### config.mk
export PLATFORM = sky130hd
export DESIGN_NAME = stream_find_replace_top
export DESIGN_NICKNAME = d
export VERILOG_FILES = /design/src/rtl/sfr_pkg.sv /design/src/rtl/sfr_win_cell.sv /design/src/rtl/sfr_out_cell.sv /design/src/rtl/stream_find_replace_top.sv
export SDC_FILE = /design/constraint.sdc
export NUM_CORES = 1
export LEC_CHECK = 0
export BUFFER_PORTS_ARGS = -buffer_cell sky130_fd_sc_hd__buf_2
export CAP_MARGIN = 10
export CORE_ASPECT_RATIO = 1.5
export CORE_MARGIN = 5
export CORE_UTILIZATION = 35
export CTS_BUF_LIST = sky130_fd_sc_hd__clkbuf_8
export DETAILED_ROUTE_END_ITERATION = 16
export PLACE_DENSITY = 0.6
export SKIP_LAST_GASP = 1
export SLEW_MARGIN = 20
export SYNTH_ARGS = -nofsm -noshare
export SYNTH_HDL_FRONTEND = slang
export SYNTH_HIERARCHICAL = 1
export SYNTH_SLANG_ARGS = --single-unit
### constraint.sdc
create_clock -name i_clk -period 17.9 [get_ports i_clk]
set_input_delay 1.79 -clock i_clk [delete_from_list [all_inputs] [get_ports i_clk]]
set_output_delay 1.79 -clock i_clk [all_outputs]
set_load 0.005 [all_outputs]
### src/rtl/sfr_pkg.sv
package sfr_pkg;

    localparam int LEN_W     = 4;
    localparam int REG_W     = 64;
    localparam int LINE_W    = 31;
    localparam int CFG_IDX_W = 3;

    localparam logic [LINE_W-1:0] LINE_MAX     = '1;
    localparam logic [7:0]        NEWLINE_BYTE = 8'h0A;

    typedef enum logic [CFG_IDX_W-1:0] {
        CFG_FIND_LEN   = 3'd0,
        CFG_FIND_PAT   = 3'd1,
        CFG_REPL_LEN   = 3'd2,
        CFG_REPL_TEXT  = 3'd3,
        CFG_FIRST_LINE = 3'd4,
        CFG_LAST_LINE  = 3'd5,
        CFG_FOLD_CASE  = 3'd6
    } t_cfg_idx;

    typedef struct packed {
        logic shift;
        logic fold_case;
    } t_win_ctrl;

    typedef struct packed {
        logic load;
        logic shift;
    } t_out_ctrl;

    // upper-case ascii letters map to lower case when folding
    function automatic logic [7:0] fold_byte(input logic [7:0] b, input logic en);
        logic [7:0] r;
        r = b;
        if (en && b >= 8'h41 && b <= 8'h5A) begin
            r = b + 8'h20;
        end
        return r;
    endfunction

    function automatic logic byte_eq(input logic [7:0] a, input logic [7:0] b,
                                     input logic en);
        return fold_byte(a, en) == fold_byte(b, en);
    endfunction

endpackage

### src/rtl/sfr_win_cell.sv
module sfr_win_cell #(
    parameter int PAT_LEN = 8
) (
    input  logic                   i_clk,
    input  sfr_pkg::t_win_ctrl     i_ctrl,
    input  logic [7:0]             i_byte,
    input  logic [8*PAT_LEN-1:0]   i_pattern,
    output logic [7:0]             o_byte,
    output logic [PAT_LEN-1:0]     o_eq
);
    import sfr_pkg::*;

    logic [7:0] r_byte;
    logic [7:0] n_byte;

    always_comb begin
        n_byte = i_ctrl.shift ? i_byte : r_byte;
    end

    always_ff @(posedge i_clk) begin
        r_byte <= n_byte;
    end

    // compare held byte against every pattern position
    always_comb begin
        for (int d = 0; d < PAT_LEN; d++) begin
            o_eq[d] = byte_eq(r_byte, i_pattern[8*d +: 8], i_ctrl.fold_case);
        end
    end

    assign o_byte = r_byte;

endmodule

### src/rtl/sfr_out_cell.sv
module sfr_out_cell (
    input  logic               i_clk,
    input  sfr_pkg::t_out_ctrl i_ctrl,
    input  logic [7:0]         i_load_byte,
    input  logic [7:0]         i_next_byte,
    output logic [7:0]         o_byte
);
    import sfr_pkg::*;

    logic [7:0] r_byte;
    logic [7:0] n_byte;

    always_comb begin
        priority if (i_ctrl.load) begin
            n_byte = i_load_byte;
        end else if (i_ctrl.shift) begin
            n_byte = i_next_byte;
        end else begin
            n_byte = r_byte;
        end
    end

    always_ff @(posedge i_clk) begin
        r_byte <= n_byte;
    end

    assign o_byte = r_byte;

endmodule

### src/rtl/stream_find_replace_top.sv
// Streaming find and replace over a byte stream.
// Input stream: one text byte per transfer in tdata; tuser high marks an
// end-of-stream transfer that carries no byte and flushes held bytes.
// Output stream: rewritten bytes in tdata; tlast marks the final byte
// caused by one input transfer. An input that only extends a partial match
// produces no output transfer at all.
// Configuration: write enable, register index and data; the user must write
// only while the stream is idle, the block does not enforce it. Indexes:
// find length, find pattern, replace length, replace text, first line, last
// line, fold case. Latency: the first byte caused by an input appears in the
// cycle after its transfer. The window is a shift row of byte cells with one
// compare per pattern position, so one input is taken every cycle while each
// input causes at most one byte. An input causing more bytes blocks the input
// side; the next input is taken in the cycle its last byte leaves.
// Reset: window empty, line counter zero, output row empty, registers at
// their defaults. When the receiver stalls, the output byte holds and the
// input side stops until the last waiting output byte is taken.
module stream_find_replace_top #(
    parameter int MAX_FIND_LEN    = 8,
    parameter int MAX_REPLACE_LEN = 8
) (
    input  logic                          i_clk,
    input  logic                          i_rst_n,
    input  logic                          i_s_tvalid,
    output logic                          o_s_tready,
    input  logic [7:0]                    i_s_tdata,   // in_byte
    input  logic                          i_s_tuser,   // stream_end
    output logic                          o_m_tvalid,
    input  logic                          i_m_tready,
    output logic [7:0]                    o_m_tdata,   // out_byte
    output logic                          o_m_tlast,
    input  logic                          i_cfg_we,
    input  logic [sfr_pkg::CFG_IDX_W-1:0] i_cfg_index,
    input  logic [sfr_pkg::REG_W-1:0]     i_cfg_data
);
    import sfr_pkg::*;

    localparam int CW        = $clog2(MAX_FIND_LEN + 1);
    localparam int OUT_DEPTH = (MAX_FIND_LEN > MAX_REPLACE_LEN) ? MAX_FIND_LEN
                                                                : MAX_REPLACE_LEN;
    localparam int OW        = $clog2(OUT_DEPTH + 1);
    localparam int PAT_W     = 8 * MAX_FIND_LEN;

    // configuration registers
    logic [LEN_W-1:0]  r_find_len,  n_find_len;
    logic [PAT_W-1:0]  r_find_pat,  n_find_pat;
    logic [LEN_W-1:0]  r_repl_len,  n_repl_len;
    logic [REG_W-1:0]  r_repl_text, n_repl_text;
    logic [LINE_W-1:0] r_first,     n_first;
    logic [LINE_W-1:0] r_last,      n_last;
    logic              r_fold,      n_fold;

    // stream state
    logic [CW-1:0]     r_held, n_held;
    logic [LINE_W-1:0] r_line, n_line;
    logic [OW-1:0]     r_ocnt, n_ocnt;

    logic [7:0]              w_v  [MAX_FIND_LEN];
    logic [MAX_FIND_LEN-1:0] w_eq [MAX_FIND_LEN];
    logic [7:0]              w_e  [OUT_DEPTH];
    logic [7:0]              w_ob [OUT_DEPTH];

    logic [LEN_W-1:0] w_efl, w_erl, w_rcnt;
    logic [CW-1:0]    w_m, w_cnt;
    logic [OW-1:0]    w_total;
    logic             w_nl, w_in_range, w_flush_all;
    logic             w_s_xfer, w_m_xfer, w_load, w_s_ready;
    t_win_ctrl        w_win_ctrl;
    t_out_ctrl        w_out_ctrl;

    // configuration writes
    always_comb begin
        n_find_len  = r_find_len;
        n_find_pat  = r_find_pat;
        n_repl_len  = r_repl_len;
        n_repl_text = r_repl_text;
        n_first     = r_first;
        n_last      = r_last;
        n_fold      = r_fold;
        if (i_cfg_we) begin
            unique case (t_cfg_idx'(i_cfg_index))
                CFG_FIND_LEN:   n_find_len  = i_cfg_data[LEN_W-1:0];
                CFG_FIND_PAT:   n_find_pat  = i_cfg_data[PAT_W-1:0];
                CFG_REPL_LEN:   n_repl_len  = i_cfg_data[LEN_W-1:0];
                CFG_REPL_TEXT:  n_repl_text = i_cfg_data;
                CFG_FIRST_LINE: n_first     = i_cfg_data[LINE_W-1:0];
                CFG_LAST_LINE:  n_last      = i_cfg_data[LINE_W-1:0];
                CFG_FOLD_CASE:  n_fold      = i_cfg_data[0];
                default: begin
                end
            endcase
        end
    end

    // effective lengths
    always_comb begin
        priority if (r_find_len == '0) begin
            w_efl = LEN_W'(1);
        end else if (r_find_len > LEN_W'(MAX_FIND_LEN)) begin
            w_efl = LEN_W'(MAX_FIND_LEN);
        end else begin
            w_efl = r_find_len;
        end
        if (r_repl_len > LEN_W'(MAX_REPLACE_LEN)) begin
            w_erl = LEN_W'(MAX_REPLACE_LEN);
        end else begin
            w_erl = r_repl_len;
        end
    end

    // window row: position 0 is the incoming byte, higher positions are older
    assign w_win_ctrl.shift     = w_s_xfer;
    assign w_win_ctrl.fold_case = r_fold;
    assign w_v[0]               = i_s_tdata;

    always_comb begin
        for (int d = 0; d < MAX_FIND_LEN; d++) begin
            w_eq[0][d] = byte_eq(i_s_tdata, r_find_pat[8*d +: 8], r_fold);
        end
    end

    for (genvar i = 1; i < MAX_FIND_LEN; i++) begin : g_win
        sfr_win_cell #(
            .PAT_LEN (MAX_FIND_LEN)
        ) u_win_cell (
            .i_clk     (i_clk),
            .i_ctrl    (w_win_ctrl),
            .i_byte    (w_v[i-1]),
            .i_pattern (r_find_pat),
            .o_byte    (w_v[i]),
            .o_eq      (w_eq[i])
        );
    end

    // longest window suffix that is a pattern prefix
    always_comb begin
        logic ok;
        w_m = '0;
        for (int m = 1; m <= MAX_FIND_LEN; m++) begin
            ok = 1'b1;
            for (int i = 0; i < m; i++) begin
                ok = ok & w_eq[i][m-1-i];
            end
            if (ok && m <= int'(r_held) + 1) begin
                w_m = CW'(m);
            end
        end
    end

    assign w_nl        = !i_s_tuser && (i_s_tdata == NEWLINE_BYTE);
    assign w_in_range  = (r_line >= r_first) && (r_line <= r_last);
    assign w_flush_all = w_nl || !w_in_range || (LEN_W'(r_held) >= w_efl);

    always_comb begin
        w_rcnt = '0;
        priority if (i_s_tuser) begin
            w_cnt  = r_held;
            n_held = '0;
        end else if (w_flush_all) begin
            w_cnt  = r_held + CW'(1);
            n_held = '0;
        end else begin
            w_cnt = r_held + CW'(1) - w_m;
            if (LEN_W'(w_m) == w_efl) begin
                w_rcnt = w_erl;
                n_held = '0;
            end else begin
                n_held = w_m;
            end
        end
    end

    assign w_total = OW'(w_cnt) + OW'(w_rcnt);

    // result list: released bytes oldest first, then the replacement
    always_comb begin
        for (int j = 0; j < OUT_DEPTH; j++) begin
            w_e[j] = '0;
            for (int i = 0; i < MAX_FIND_LEN; i++) begin
                if (j < int'(w_cnt) && i == int'(r_held) - j) begin
                    w_e[j] = w_v[i];
                end
            end
            for (int r = 0; r < MAX_REPLACE_LEN; r++) begin
                if (r < int'(w_rcnt) && j == int'(w_cnt) + r) begin
                    w_e[j] = r_repl_text[8*r +: 8];
                end
            end
        end
    end

    // handshakes
    assign w_s_ready  = (r_ocnt == '0) || ((r_ocnt == OW'(1)) && i_m_tready);
    assign w_s_xfer   = i_s_tvalid && w_s_ready;
    assign w_m_xfer   = (r_ocnt != '0) && i_m_tready;
    assign w_load     = w_s_xfer && (w_total != '0);
    assign w_out_ctrl.load  = w_load;
    assign w_out_ctrl.shift = w_m_xfer;

    always_comb begin
        n_line = r_line;
        if (w_s_xfer && w_nl && r_line != LINE_MAX) begin
            n_line = r_line + LINE_W'(1);
        end
        priority if (w_load) begin
            n_ocnt = w_total;
        end else if (w_m_xfer) begin
            n_ocnt = r_ocnt - OW'(1);
        end else begin
            n_ocnt = r_ocnt;
        end
    end

    // output row, cell 0 drives the stream
    for (genvar k = 0; k < OUT_DEPTH; k++) begin : g_out
        logic [7:0] w_next;
        if (k < OUT_DEPTH - 1) begin : g_mid
            assign w_next = w_ob[k+1];
        end else begin : g_end
            assign w_next = '0;
        end
        sfr_out_cell u_out_cell (
            .i_clk       (i_clk),
            .i_ctrl      (w_out_ctrl),
            .i_load_byte (w_e[k]),
            .i_next_byte (w_next),
            .o_byte      (w_ob[k])
        );
    end

    always_ff @(posedge i_clk) begin
        if (!i_rst_n) begin
            r_find_len  <= LEN_W'(1);
            r_find_pat  <= '0;
            r_repl_len  <= '0;
            r_repl_text <= '0;
            r_first     <= '0;
            r_last      <= LINE_MAX;
            r_fold      <= 1'b0;
            r_held      <= '0;
            r_line      <= '0;
            r_ocnt      <= '0;
        end else begin
            r_find_len  <= n_find_len;
            r_find_pat  <= n_find_pat;
            r_repl_len  <= n_repl_len;
            r_repl_text <= n_repl_text;
            r_first     <= n_first;
            r_last      <= n_last;
            r_fold      <= n_fold;
            if (w_s_xfer) begin
                r_held <= n_held;
            end
            r_line      <= n_line;
            r_ocnt      <= n_ocnt;
        end
    end

    assign o_s_tready = w_s_ready;
    assign o_m_tvalid = (r_ocnt != '0);
    assign o_m_tdata  = w_ob[0];
    assign o_m_tlast  = (r_ocnt == OW'(1));

endmodule

==> flow_metrics.tcl <==
set metrics [dict create \
    die_x_um 264 \
    clk_root_buffer_cell "sky130_fd_sc_hd__clkbuf_8" \
    chip_height_um 392 \
    final_util 0.381 \
    setup_viol_count_final 0 \
    total_clock_buffers_created_by_cts 57 \
    place_congestion 1.05 \
    maxCapViolations 0 \
    core_box_area_sq_mm 0.0967 \
    row_count 140 \
    status "finished clean" \
    dp_hpwl_mm 127 \
    final-instance-count-excl-fill 5618 \
    timing.setup.tns_ns 0 \
    final_net_count 4510 \
    post_cts.repair.setup_buffers 0 \
    min_path_type "reg2reg" \
    overflow 0 \
    numClockSinks 358 \
    syn-cell-area_sq_mm 0.0340 \
    layout.cell_area.non_filler_sq_mm 0.0368 \
    detail_route.vias_per_cell 6.37 \
    proportion_of_layout_cells_with_a_drive_suffix_above_1 0.116 \
    htreeDepth 2 \
    drt_iter0_drc 4206 \
    clock_tree_from_tritoncts "yes" \
    final-max-slew-violation-count 0 \
    grt_setup_unrepaired "false" \
    syn_avg_cell_area_sq_um 7.88 \
    routed_wire_length_per_instance_um 30.8 \
    max_freq_mhz 99.7 \
    cts-root-to-sink-buffers 3 \
    yosysWarnings 6 \
    final_cycle_share 0.561 \
    layout-area-overhead-vs-synth_pct 8.40 \
    wl_mm 173 \
    critical_path_endpoint_category "flip-flop" \
    post_synthesis_cells 4310 \
    die_area_sq_mm 0.103 \
    critPathLaunchType "flip-flop" \
    n_fill_cell 10100 \
    clkLatencyLatePin_ns 0.73 \
    worstMarginPinSlew_ns 1.16 \
    initial_utilization 0.351 \
    detail_route.first_pass.iterations 7 \
    worst-r2r-cell-count 27 \
    dpl-instance-area_sq_mm 0.0356 \
    type_of_the_worst_setup_path "reg2reg" \
    post-route-drc-count 0 \
    crit_fanout 55 \
    finalWorstPathRequiredPeriod_ns 10.03 \
    cts-resized-gates 0 \
    clk_pin_slew_ns 0.06 \
    grtUsageTotal 0.318 \
    ant_nets 0 \
    grt_start_max_net_pins 155 \
    hold_viol_final 0 \
    power_per_cell_area_mw_per_mm2 90.8 \
    boundaryPins 92 \
    timing.critical_path.required_ns 18.30 \
    relative_slew_slack 0.225 \
    grt_pass1_vias 33400 \
    cts_stage_hold_buffer_count 0 \
    worstPathArrival_ns 10.43 \
    placedCellCount 5508 \
    route.vias.total 35800 \
    grt_pass1_wl_mm 244 \
    worst_clock_skew_ns 0.0652 \
    power.leakage_nw 13.6 \
    initial_antenna_violation_count 9 \
    ir_drop_v 0.0000810 \
    port_buffers 91 \
    hold-path-cell-count 2 \
]
==> power breakdown <==
| group | leakage (nW) | total, mW | switching (mW) | internal [mW] |
|---|---|---|---|---|
| Combinational | 9.86 | 1.22 | 0.747 | 0.472 |
| Sequential | 3.08 | 1.38 | 0.301 | 1.08 |
| Clock | 0.671 | 0.744 | 0.365 | 0.378 |
| Total | 13.6 | 3.34 | 1.41 | 1.93 |
==> state kept, by name (all words and copies together), names as in the netlist <==
register / flops
g_out.u_out_cell/o_byte: 64
r_repl_text: 64
r_find_pat: 64
r_line: 31
r_held: 4
r_first: 31
r_repl_len: 4
g_win.u_win_cell/o_byte: 56
r_last: 31
r_find_len: 4
r_ocnt: 4
r_fold: 1
==> routing by layer <==
metal,GRT usage,up-vias,wire length (um)
li1,-,15800,-
met3,0.0516,705,14400
met2,0.526,2098,79200
met4,0.242,4,17300
met1,0.368,17100,62100
met5,0,-,24
==> per-stage QoR <==
step	hold WS [ns]	power, mW	setup WS (ns)
finish	0.465	3.34	7.87
detailed placement	0.455	2.57	7.53
global route	0.490	3.46	7.66
global placement	0.453	2.55	7.58
CTS	0.470	3.32	8.15
floorplan	0.436	2.13	9.53
==> path summary, 6_finish.rpt <==
kind / startpoint / end / slack [ns]
setup / recovery: g_win[1].u_win_cell/o_byte[3]$_DFFE_PP_ / g_out[1].u_out_cell/o_byte[2]$_DFFE_PP_ / 7.87
hold / removal: r_first[11]$_SDFFE_PN0P_ / r_first[11]$_SDFFE_PN0P_ / 0.47
setup reg to reg: g_win[1].u_win_cell/o_byte[3]$_DFFE_PP_ / g_out[1].u_out_cell/o_byte[2]$_DFFE_PP_ / 7.87
hold reg to reg: r_first[11]$_SDFFE_PN0P_ / r_first[11]$_SDFFE_PN0P_ / 0.47
==> cells in the final DEF (no fill, tap or decap), types with 134 or more instances in the layout <==
cell and count:
sky130_fd_sc_hd__nand2_1 661, sky130_fd_sc_hd__nor2_1 254, sky130_fd_sc_hd__dfxtp_1 237, sky130_fd_sc_hd__a21oi_1 235, sky130_fd_sc_hd__a21boi_0 180, sky130_fd_sc_hd__inv_1 173, sky130_fd_sc_hd__xor2_1 161, sky130_fd_sc_hd__xnor2_1 160
sky130_fd_sc_hd__o21ai_0 156, sky130_fd_sc_hd__ha_1 134, sky130_fd_sc_hd__buf_4 134
==> critical path: stages (launching register included) <==
cell and delay [ns]:
sky130_fd_sc_hd__edfxtp_1 0.58, sky130_fd_sc_hd__buf_4 0.30, sky130_fd_sc_hd__or4_4 0.51, sky130_fd_sc_hd__o221ai_4 0.28
sky130_fd_sc_hd__o31ai_4 0.10, sky130_fd_sc_hd__buf_4 0.22, sky130_fd_sc_hd__xor2_1 0.17, sky130_fd_sc_hd__nor4_1 0.68
sky130_fd_sc_hd__nand4_1 0.35, sky130_fd_sc_hd__a2111o_1 0.48, sky130_fd_sc_hd__or4_1 0.49, sky130_fd_sc_hd__a21boi_1 0.16
sky130_fd_sc_hd__and2_4 0.20, sky130_fd_sc_hd__o21ai_0 0.11, sky130_fd_sc_hd__nor2b_1 0.20, sky130_fd_sc_hd__ha_1 0.21
sky130_fd_sc_hd__inv_1 0.05, sky130_fd_sc_hd__a21o_1 0.17, sky130_fd_sc_hd__a21oi_1 0.19, sky130_fd_sc_hd__nand3_1 0.18
sky130_fd_sc_hd__o21ai_2 0.61, sky130_fd_sc_hd__mux2_4 0.41, sky130_fd_sc_hd__nor2_2 0.69, sky130_fd_sc_hd__xnor2_1 0.18
sky130_fd_sc_hd__xnor2_1 0.21, sky130_fd_sc_hd__o21ai_4 0.63, sky130_fd_sc_hd__buf_4 0.81, sky130_fd_sc_hd__or2_1 0.42
==> layout make-up <==
type	instances	area, sq um	area share
Timing Repair Buffer	226	1480	0.0401
Multi-Input combinational cell	3485	23600	0.640
Tap cell	1278	1600	0.0434
Antenna cell	8	20.0	0.000544
Clock buffer	68	936	0.0254
Clock inverter	33	238	0.00646
Sequential cell	358	8370	0.227
Inverter	162	608	0.0165
Note: power is estimated with default switching activity, not from simulation.
